===== src/hw/rtl/wt_word_ram.sv =====
// Simple dual-port RAM for the word buffer: one write port, one registered read.
// Self-contained; read data appears in the cycle after the address.
`default_nettype none

module wt_word_ram #(
  parameter int DATA_W = 8,
  parameter int DEPTH  = 64
) (
  input  wire logic                     clk,
  input  wire logic                     we,
  input  wire logic [$clog2(DEPTH)-1:0] waddr,
  input  wire logic [DATA_W-1:0]        wdata,
  input  wire logic [$clog2(DEPTH)-1:0] raddr,
  output logic      [DATA_W-1:0]        rdata
);

  logic [DATA_W-1:0] mem [DEPTH];

  // Write port
  always_ff @(posedge clk) begin
    if (we) begin
      mem[waddr] <= wdata;
    end
  end

  // Registered read port
  always_ff @(posedge clk) begin
    rdata <= mem[raddr];
  end

endmodule

`default_nettype wire


===== config.mk =====
export PLATFORM = sky130hd
export DESIGN_NAME = wt_word_ram
export DESIGN_NICKNAME = d
export VERILOG_FILES = /design/src/hw/rtl/wt_word_ram.sv
export SDC_FILE = /design/constraint.sdc
export NUM_CORES = 1
export LEC_CHECK = 0
export CAP_MARGIN = 20
export CORE_UTILIZATION = 40
export CTS_CLUSTER_SIZE = 10
export DETAILED_ROUTE_END_ITERATION = 8
export DONT_BUFFER_PORTS = 1
export GPL_TIMING_DRIVEN = 0
export PLACE_DENSITY_LB_ADDON = 0.15
export SYNTH_ARGS = -nofsm -noshare
export SYNTH_HDL_FRONTEND = slang
export SYNTH_SLANG_ARGS = --single-unit

===== constraint.sdc =====
create_clock -name clk -period 2.6 [get_ports clk]
set_input_delay 0.52 -clock clk [delete_from_list [all_inputs] [get_ports clk]]
set_output_delay 0.52 -clock clk [all_outputs]
set_load 0.01 [all_outputs]

After elaboration in Yosys (flattened, before gate mapping). Memory sizes are Yosys's and may differ from the RTL's. A register that Yosys moved wholly into a read port is not among the register bits. Index checks and enable logic that the tools add are counted.

Mux-type cells: 2.

Operator list (count): 1-bit 2-to-1 mux (2).

Word-level logic and storage cells: 3. Bits in registers: 0. Output and inout bits: 8. Bits in writable memories: 512. Memories kept: 1.

Memories: mem (words 64, bits a word 8, read ports 1, clocked after memory_dff 1, wr ports 1, RTL line 17) `logic [DATA_W-1:0] mem [DEPTH];`.

Longest topological paths before layout. Gate-level depths: netlist (run 1).

Depth in word-level cells: 2. Mapped depth: 9.

Worst setup path after synthesis (run 1). OpenSTA, ideal clock, no wires.

Path kind: in2reg. From: input raddr[1]. To: register rdata[3] (read register of mem). Data required time: 2.472 ns. Slack: 0.412 ns. Cell stages on the path: 7. Data arrival time: 2.060 ns. Cells stage by stage: buf_4 > buf_2 > buf_2 > mux4_2 > mux4_2 > o21ai_1 > o41ai_1.

RTL lines: start, declared (RTL line 13) `input wire logic [$clog2(DEPTH)-1:0] raddr,`; end, declared (RTL line 14) `output logic [DATA_W-1:0] rdata`.

==> tab_implementation.tex, run 1 <==
\begin{tabular}{lr}
\hline
Metric & Value \\
\hline
\multicolumn{2}{l}{\textbf{Floorplan}} \\
\quad Chip Width & 227 um \\
\quad Die Outline Area & 0.0513 mm2 \\
\quad Core Rows & 81 \\
\quad IO Count & 30 \\
\quad Area of the core & 0.0494 mm2 \\
\quad DIE HEIGHT & 227 um \\
\quad Initial standard-cell utilization of the core & 40.9\% \\
\multicolumn{2}{l}{\textbf{Logic synthesis}} \\
\quad Synth async-reset ratio & 0\% \\
\quad Netlist area before placement & 0.0202 mm2 \\
\quad FF+latch count, synth & 520 \\
\quad Dominant synthesized flop cell & sky130\_fd\_sc\_hd\_\_edfxtp\_1 \\
\quad Cell with the most instances after synthesis & sky130\_fd\_sc\_hd\_\_edfxtp\_1 \\
\quad Proportion of netlist area held by the largest area contributor & 76.2\% \\
\quad Number of distinct library cells after synthesis & 40 \\
\quad Sequential cell area fraction in the yosys report & 77.0\% \\
\quad Top post-synthesis cells by count & sky130\_fd\_sc\_hd\_\_edfxtp\_1 (512), sky130\_fd\_sc\_hd\_\_mux4\_2 (126), sky130\_fd\_sc\_hd\_\_nor2\_1 (83) \\
\quad Synth Net Count & 962 \\
\quad Synth top area cells & sky130\_fd\_sc\_hd\_\_edfxtp\_1 (76\%), sky130\_fd\_sc\_hd\_\_mux4\_2 (14\%), sky130\_fd\_sc\_hd\_\_nor2\_1 (1.5\%) \\
\quad Mean instance size in the synthesized netlist & 21.5 um2 \\
\quad Number of synthesized flops with an enable pin & 512 \\
\quad Number of standard cells after synthesis & 940 \\
\quad Most area-hungry cell type in the Yosys netlist & sky130\_fd\_sc\_hd\_\_edfxtp\_1 \\
\quad Total number of yosys warnings & 0 \\
\multicolumn{2}{l}{\textbf{Clock network}} \\
\quad Number of buffers inserted to repair setup after CTS & 0 \\
\quad Clk slew on worst S/H paths & 0.05 ns \\
\quad Count of H-tree levels built during CTS & 2 \\
\quad Root cell of the clock tree & sky130\_fd\_sc\_hd\_\_clkbuf\_16 \\
\quad Bufs on Longest Clock Path & 3 \\
\quad Clock tree from TritonCTS & done \\
\quad Worst skew pair latency & 0.61 ns \\
\quad Number of buffers created by CTS & 58 \\
\quad Clk sink count & 520 \\
\multicolumn{2}{l}{\textbf{Power}} \\
\quad Max VDD drop & 0.000502 V \\
\quad Post-route total power & 0.0175 W \\
\quad Leakage power & 7.07 nW \\
\quad Clock network power share & 41.8\% \\
\quad Power Internal & 0.0139 W \\
\quad Portion of total power attributed to combinational logic & 5.1\% \\
\quad Power dissipated by switching net loads & 0.00365 W \\
\quad Switching share of power & 20.8\% \\
\quad Relative contribution of sequential cells to total power & 53.1\% \\
\quad Power density relative to cell area & 763 mW/mm2 \\
\multicolumn{2}{l}{\textbf{Timing}} \\
\quad Worst clock skew & 0.0146 ns \\
\quad Final critical-path setup slack & 0.131 ns \\
\quad Final Setup Violations & 0 \\
\quad Hold slack & 0.0293 ns \\
\quad Number of pins with negative max-slew slack in the final report & 0 \\
\quad Fmax & 405 MHz \\
\quad Min cycle time layout & 2.47 ns \\
\quad RSZ-0062 raised after global routing & no \\
\quad Final worst-path cycle share & 95.0\% \\
\quad Number of failing hold endpoints at the final stage & 0 \\
\quad Worst Tran Pin Value & 1.04 ns \\
\quad Final sum of negative setup slack & 0 ns \\
\quad Max-slew headroom at the worst pin & 30.2\% \\
\multicolumn{2}{l}{\textbf{Setup path}} \\
\quad Crit. End Element & flop \\
\quad Data required, critical path & 3.04 ns \\
\quad Largest fanout on the critical path & 10 \\
\quad Arrival time reported for the critical path endpoint & 2.91 ns \\
\quad Crit path launch type & input port \\
\quad WS Path Type & input port to flop \\
\multicolumn{2}{l}{\textbf{Route}} \\
\quad TritonRoute pass-1 iters & 5 \\
\quad Post-detailed-route count of antenna-violating nets & 0 \\
\quad Via count of the routed design & 9821 \\
\quad Number of DRC violations after detailed-routing iteration 0 & 1298 \\
\quad Routed wire length & 54000 um \\
\quad Final routed DRC violation total & 0 \\
\quad Per-cell routed wire length & 31.4 um \\
\quad Mean number of vias per cell & 5.71 \\
\multicolumn{2}{l}{\textbf{Place}} \\
\quad Port Buffers & 0 \\
\quad Placed Cells incl. Taps & 1606 \\
\quad Placed wire-length estimate & 31700 um \\
\quad Post-placement setup slack & -0.923 ns \\
\quad Global placer's final weighted congestion & 0.893 \\
\multicolumn{2}{l}{\textbf{Global route}} \\
\quad Wire length of the first global-routing pass & 76600 um \\
\quad Antenna violations before repair & 5 \\
\quad GRT Total Usage & 22.1\% \\
\quad Vias in the first global route & 10100 \\
\quad Total congestion overflow after global routing & 0 \\
\quad Largest net degree at the start of global routing & 58 \\
\multicolumn{2}{l}{\textbf{Outcome}} \\
\quad Run status & finished clean \\
\multicolumn{2}{l}{\textbf{Layout}} \\
\quad \# nets final & 1048 \\
\quad Post-synthesis to final-layout area growth & 13.9\% \\
\quad Filler cell count & 4125 \\
\quad Fraction of final layout cells sized beyond drive strength 1 & 23.3\% \\
\quad Number of cells in the finished layout apart from fillers & 1719 \\
\multicolumn{2}{l}{\textbf{Hold path}} \\
\quad Class of the tightest hold or removal check & input port to flop \\
\multicolumn{2}{l}{\textbf{Job}} \\
\quad Number of violations of the max-capacitance limit & 0 \\
\hline
\end{tabular}
[power groups by stage]
| stage | clock (W) | combinational [W] | sequential, W |
|---|---|---|---|
| 2_1_floorplan | 0 | 0.000494 | 0.00948 |
| 3_3_place_gp | 0 | 0.000774 | 0.00948 |
| 3_5_place_dp | 0 | 0.000773 | 0.00948 |
| 4_1_cts | 0.00744 | 0.000891 | 0.00931 |
| 5_1_grt | 0.00775 | 0.000935 | 0.00931 |
| 6_report | 0.00733 | 0.000892 | 0.00931 |
[logic make-up (layout without fill, tap and decap cells)]
family	after synthesis	after routing	share of synthesized area (%)
flip-flops	520	520	77.0
AO/OA/AOI/OAI	54	54	2.07
buffers and inverters	51	165	1.57
other	0	1	0
multiplexers	162	162	15.9
AND/OR/NAND/NOR	153	153	3.39
[critical path, cell delays in order]
cell and delay (ns):
sky130_fd_sc_hd__buf_4 0.18, sky130_fd_sc_hd__buf_2 0.40, sky130_fd_sc_hd__clkdlybuf4s15_2 0.56, sky130_fd_sc_hd__nand2_1 0.25
sky130_fd_sc_hd__o221ai_1 0.25, sky130_fd_sc_hd__nor2_1 0.13, sky130_fd_sc_hd__nor3_1 0.38, sky130_fd_sc_hd__o32ai_1 0.22
[flip-flops by register name, summed over array words and instances, names as in the netlist]
signal and cells:
mem 512, rdata 8
[stage by stage]
step | util, % | area, um2
after CTS | 46.4 | 22900
after detailed placement | 42.6 | 21000
after global routing | 46.5 | 23000
final | 46.5 | 23000
after global placement | 42.5 | 21000
after floorplan | - | 20200
[area by class of cell]
cell class / count / area (um2) / share of cell area, %
tap: 664 / 831 / 3.62
timing repair buffer: 27 / 300 / 1.31
multi-input combinational: 369 / 4340 / 18.9
clock buffer: 88 / 1640 / 7.13
buffer: 50 / 328 / 1.43
sequential: 520 / 15500 / 67.6
antenna: 1 / 2.50 / 0.0109
[layer usage]
layer | global-route usage [%] | share of wire, % | vias to the layer above
met5 | 0 | 0 | -
li1 | - | - | 4099
met2 | 34.2 | 47 | 411
met3 | 4.83 | 8.1 | 80
met4 | 6.78 | 2.5 | 0
met1 | 31.2 | 43 | 5231
[cell usage in the layout, fill, tap and decap left out, types with 3 or more instances in the layout]
| cell | synthesis | final |
|---|---|---|
| sky130_fd_sc_hd__edfxtp_1 | 512 | 512 |
| sky130_fd_sc_hd__mux4_2 | 126 | 126 |
| sky130_fd_sc_hd__nor2_1 | 83 | 83 |
| sky130_fd_sc_hd__clkbuf_16 | 0 | 61 |
| sky130_fd_sc_hd__clkbuf_1 | 17 | 41 |
| sky130_fd_sc_hd__mux2i_1 | 23 | 23 |
| sky130_fd_sc_hd__dlygate4sd3_1 | 0 | 20 |
| sky130_fd_sc_hd__nand2_1 | 19 | 19 |
| sky130_fd_sc_hd__buf_4 | 13 | 16 |
| sky130_fd_sc_hd__nor2b_1 | 14 | 14 |
| sky130_fd_sc_hd__mux2_2 | 13 | 13 |
| sky130_fd_sc_hd__nand3_1 | 13 | 12 |
| sky130_fd_sc_hd__buf_2 | 11 | 9 |
| sky130_fd_sc_hd__o221ai_1 | 8 | 8 |
| sky130_fd_sc_hd__o22ai_1 | 8 | 8 |
| sky130_fd_sc_hd__dfxtp_1 | 8 | 8 |
| sky130_fd_sc_hd__nand2b_1 | 7 | 7 |
| sky130_fd_sc_hd__nor3_1 | 7 | 7 |
| sky130_fd_sc_hd__a221oi_1 | 6 | 6 |
| sky130_fd_sc_hd__buf_6 | 4 | 4 |
| sky130_fd_sc_hd__buf_12 | 2 | 4 |
| sky130_fd_sc_hd__a211oi_1 | 4 | 4 |
| sky130_fd_sc_hd__nand3b_1 | 3 | 3 |
| sky130_fd_sc_hd__a21oi_1 | 3 | 3 |
| sky130_fd_sc_hd__a22oi_1 | 3 | 3 |
| sky130_fd_sc_hd__o2111ai_1 | 3 | 3 |
| sky130_fd_sc_hd__o2bb2ai_1 | 3 | 3 |
| sky130_fd_sc_hd__buf_8 | 0 | 3 |
[final timing paths]
path	from	end	slack (ns)	cells after the start
max	raddr[1]	rdata[6]	0.13	8
min	wdata[0]	mem[46][0]	0.03	0
max reg2reg	mem[20][6]	rdata[6]	0.42	5
min reg2reg	mem[6][7]	rdata[7]	0.93	4
[timing repair]
| action | 4_1_cts | 5_1_grt |
|---|---|---|
| gates resized for setup | 7 | 4 |
| setup endpoints to repair | 5 | 4 |
| endpoints found under the hold margin | 145 | 0 |
| hold buffers | 22 | 0 |
Note: power is estimated with default switching activity, not from simulation.
==> inputs of run 2 (changes only) <==
- ABC_AREA: not set -> 1
- GPL_TIMING_DRIVEN: 0 -> not set
==> run 2 against run 1 <==
Net effect: sequential share of layout area down 3.1 points; combinational power down 2%; first-iteration DRC count up 5.8%; synthesized cell count up 92%; critical path depth up 2; highest routed layer unchanged.
==> tab_implementation.tex, run 2 <==
\begin{tabular}{lr}
\hline
Metric & Value \\
\hline
\multicolumn{2}{l}{\textbf{Timing}} \\
\quad Final worst-path cycle share & 68.5\% \\
\quad Worst clock skew & 0.0100 ns \\
\quad Number of pins with negative max-slew slack in the final report & 0 \\
\quad RSZ-0062 raised after global routing & no \\
\quad Number of failing hold endpoints at the final stage & 0 \\
\quad Min cycle time layout & 1.78 ns \\
\quad Max-slew headroom at the worst pin & 31.2\% \\
\quad Final sum of negative setup slack & 0 ns \\
\quad Final Setup Violations & 0 \\
\quad Fmax & 561 MHz \\
\quad Worst Tran Pin Value & 1.03 ns \\
\multicolumn{2}{l}{\textbf{Floorplan}} \\
\quad Die Outline Area & 0.0543 mm2 \\
\quad IO Count & 30 \\
\quad Area of the core & 0.0527 mm2 \\
\quad Chip Width & 233 um \\
\quad DIE HEIGHT & 233 um \\
\quad Core Rows & 84 \\
\quad Initial standard-cell utilization of the core & 40.5\% \\
\multicolumn{2}{l}{\textbf{Layout}} \\
\quad Most flop-heavy register & mem \\
\quad Total inserted antenna cells & 0 \\
\quad Flip-flop count of the largest register after layout & 512 \\
\quad Biggest regs & mem x512, rdata x8 \\
\quad Most common library cell in the layout ignoring fill and taps & sky130\_fd\_sc\_hd\_\_nand2\_1 \\
\quad \# nets final & 1884 \\
\quad Post-synthesis to final-layout area growth & 12.8\% \\
\quad Filler cell count & 4875 \\
\quad Fraction of final layout cells sized beyond drive strength 1 & 8.27\% \\
\quad Top library cells by usage in the layout, fill and taps aside & sky130\_fd\_sc\_hd\_\_nand2\_1 (648), sky130\_fd\_sc\_hd\_\_edfxtp\_1 (512), sky130\_fd\_sc\_hd\_\_nand3\_1 (439) \\
\multicolumn{2}{l}{\textbf{Global route}} \\
\quad M3 GR Usage & 3.37\% \\
\quad Antenna violations before repair & 4 \\
\quad Largest net degree at the start of global routing & 258 \\
\quad Wire length of the first global-routing pass & 88900 um \\
\quad Vias in the first global route & 13400 \\
\quad Total congestion overflow after global routing & 0 \\
\quad Met1 demand-to-capacity share in global routing & 33.0\% \\
\quad GR met2 Demand/Resource & 34.8\% \\
\quad GRT Total Usage & 22.5\% \\
\quad Layer carrying the most global-route usage & met2 \\
\multicolumn{2}{l}{\textbf{Logic synthesis}} \\
\quad Top post-synthesis cells by count & sky130\_fd\_sc\_hd\_\_nand2\_1 (648), sky130\_fd\_sc\_hd\_\_edfxtp\_1 (512), sky130\_fd\_sc\_hd\_\_nand3\_1 (439) \\
\quad Number of standard cells after synthesis & 1805 \\
\quad Proportion of netlist area held by the largest area contributor & 72.0\% \\
\quad Cell with the most instances after synthesis & sky130\_fd\_sc\_hd\_\_nand2\_1 \\
\quad Mean instance size in the synthesized netlist & 11.8 um2 \\
\quad Synth Net Count & 1827 \\
\quad Synth async-reset ratio & 0\% \\
\quad Synth top area cells & sky130\_fd\_sc\_hd\_\_edfxtp\_1 (72\%), sky130\_fd\_sc\_hd\_\_nand2\_1 (11\%), sky130\_fd\_sc\_hd\_\_nand3\_1 (10\%) \\
\quad Netlist area before placement & 0.0213 mm2 \\
\quad Most area-hungry cell type in the Yosys netlist & sky130\_fd\_sc\_hd\_\_edfxtp\_1 \\
\quad Number of distinct library cells after synthesis & 16 \\
\quad Number of synthesized flops with an enable pin & 512 \\
\quad Sequential cell area fraction in the yosys report & 72.8\% \\
\quad FF+latch count, synth & 520 \\
\quad Dominant synthesized flop cell & sky130\_fd\_sc\_hd\_\_edfxtp\_1 \\
\quad Total number of yosys warnings & 0 \\
\multicolumn{2}{l}{\textbf{Power}} \\
\quad Post-route total power & 0.0175 W \\
\quad Switching share of power & 21.5\% \\
\quad Portion of total power attributed to combinational logic & 5.0\% \\
\quad Power density relative to cell area & 727 mW/mm2 \\
\quad Leakage power & 8.65 nW \\
\quad Power Internal & 0.0137 W \\
\quad Max VDD drop & 0.000460 V \\
\quad Clock network power share & 41.8\% \\
\quad Relative contribution of sequential cells to total power & 53.2\% \\
\quad Power dissipated by switching net loads & 0.00377 W \\
\multicolumn{2}{l}{\textbf{Setup path}} \\
\quad WS Path Type & input port to flop \\
\quad Data required, critical path & 3.14 ns \\
\quad Arrival time reported for the critical path endpoint & 2.32 ns \\
\quad Setup crit start & raddr[0] \\
\quad Crit. End Element & flop \\
\quad Reg2reg start & mem[49][3] \\
\quad Crit path launch type & input port \\
\quad Largest fanout on the critical path & 257 \\
\multicolumn{2}{l}{\textbf{Job}} \\
\quad Number of violations of the max-capacitance limit & 0 \\
\multicolumn{2}{l}{\textbf{Hold path}} \\
\quad Class of the tightest hold or removal check & input port to flop \\
\quad Worst min-delay path startpoint & wdata[4] \\
\multicolumn{2}{l}{\textbf{Clock network}} \\
\quad Number of buffers created by CTS & 58 \\
\quad Clock tree from TritonCTS & done \\
\quad Count of H-tree levels built during CTS & 2 \\
\quad Clk sink count & 520 \\
\quad Worst skew pair latency & 0.61 ns \\
\quad Root cell of the clock tree & sky130\_fd\_sc\_hd\_\_clkbuf\_16 \\
\quad Bufs on Longest Clock Path & 3 \\
\quad Clk slew on worst S/H paths & 0.05 ns \\
\quad Number of buffers inserted to repair setup after CTS & 0 \\
\multicolumn{2}{l}{\textbf{Route}} \\
\quad Final routed DRC violation total & 0 \\
\quad Mean number of vias per cell & 5.31 \\
\quad Via count of the routed design & 13700 \\
\quad Post-detailed-route count of antenna-violating nets & 0 \\
\quad Number of DRC violations after detailed-routing iteration 0 & 1373 \\
\quad TritonRoute pass-1 iters & 6 \\
\quad Routed wire length & 59800 um \\
\quad Per-cell routed wire length & 23.1 um \\
\multicolumn{2}{l}{\textbf{Place}} \\
\quad Placed wire-length estimate & 30700 um \\
\quad Port Buffers & 0 \\
\quad Global placer's final weighted congestion & 0.839 \\
\multicolumn{2}{l}{\textbf{Outcome}} \\
\quad Run status & finished clean \\
\hline
\end{tabular}
==> run 2: what timing repair did <==
action / in CTS / in global routing
hold buffers: 20 / 0
setup endpoints to repair: 0 / 0
gates resized for setup: 0 / 0
hold endpoints to repair: 141 / 0
==> run 2: through the flow <==
stage / cells / hold WS [ns] / instance area (um2) / util, % / worst slack, ns
after floorplan: 1805 / 0.619 / 21300 / - / 0.314
after global placement: 2468 / 0.626 / 22200 / 42.1 / 0.401
after detailed placement: 2468 / 0.627 / 22200 / 42.1 / 0.400
after CTS: 2585 / 0.000227 / 24000 / 45.6 / 0.964
after global routing: 2587 / 0.00638 / 24100 / 45.7 / 0.846
final: 2587 / 0.0286 / 24100 / 45.7 / 0.818
==> run 2: final timing paths <==
kind | cells after the start | end | slack [ns]
worst max-delay path | 10 | rdata[3] | 0.82
worst min-delay path | 0 | mem[2][4] | 0.03
worst max register to register | 8 | rdata[3] | 1.15
worst min register to register | 8 | rdata[2] | 0.82
==> run 2: cell type report <==
| cell class | instances | area [um2] | area share [%] |
|---|---|---|---|
| clock buffers | 96 | 1630 | 6.75 |
| clock inverters | 1 | 8.76 | 0.0364 |
| inverters | 12 | 55.1 | 0.229 |
| multi-input cells | 1160 | 4950 | 20.5 |
| flip-flops and latches | 520 | 15500 | 64.5 |
| well taps | 688 | 861 | 3.58 |
| repair buffers | 110 | 1040 | 4.33 |
==> run 2: power groups by stage <==
| stage | clock [W] | combinational [W] | sequential (W) |
|---|---|---|---|
| 5_1_grt | 0.00775 | 0.000962 | 0.00932 |
| 4_1_cts | 0.00747 | 0.000870 | 0.00932 |
| 2_1_floorplan | 0 | 0.000652 | 0.00948 |
| 3_3_place_gp | 0 | 0.000746 | 0.00949 |
| 3_5_place_dp | 0 | 0.000746 | 0.00949 |
| 6_report | 0.00732 | 0.000872 | 0.00932 |
==> run 2: kinds of logic after synthesis <==
kind of cell,share of synthesized area [%]
and+or+nand+nor,23.2
DFF,72.8
buffers and inverters,4.02
==> run 2: metal layers <==
layer  vias to the layer above  wire length (um)
met5                         -                 0
met4                         0              1360
met3                        83              3700
met2                       397             27100
met1                      6799             27700
li1                       6449                 -
==> run 2: critical path, cell delays in order <==
cell and delay, ns:
sky130_fd_sc_hd__inv_8 0.30, sky130_fd_sc_hd__buf_12 0.32, sky130_fd_sc_hd__nand2_1 0.09, sky130_fd_sc_hd__nand3_1 0.08, sky130_fd_sc_hd__nand3_1 0.11, sky130_fd_sc_hd__nand2_1 0.09
sky130_fd_sc_hd__nand2_1 0.05, sky130_fd_sc_hd__nand3_1 0.13, sky130_fd_sc_hd__nand3_1 0.27, sky130_fd_sc_hd__nand2_1 0.14
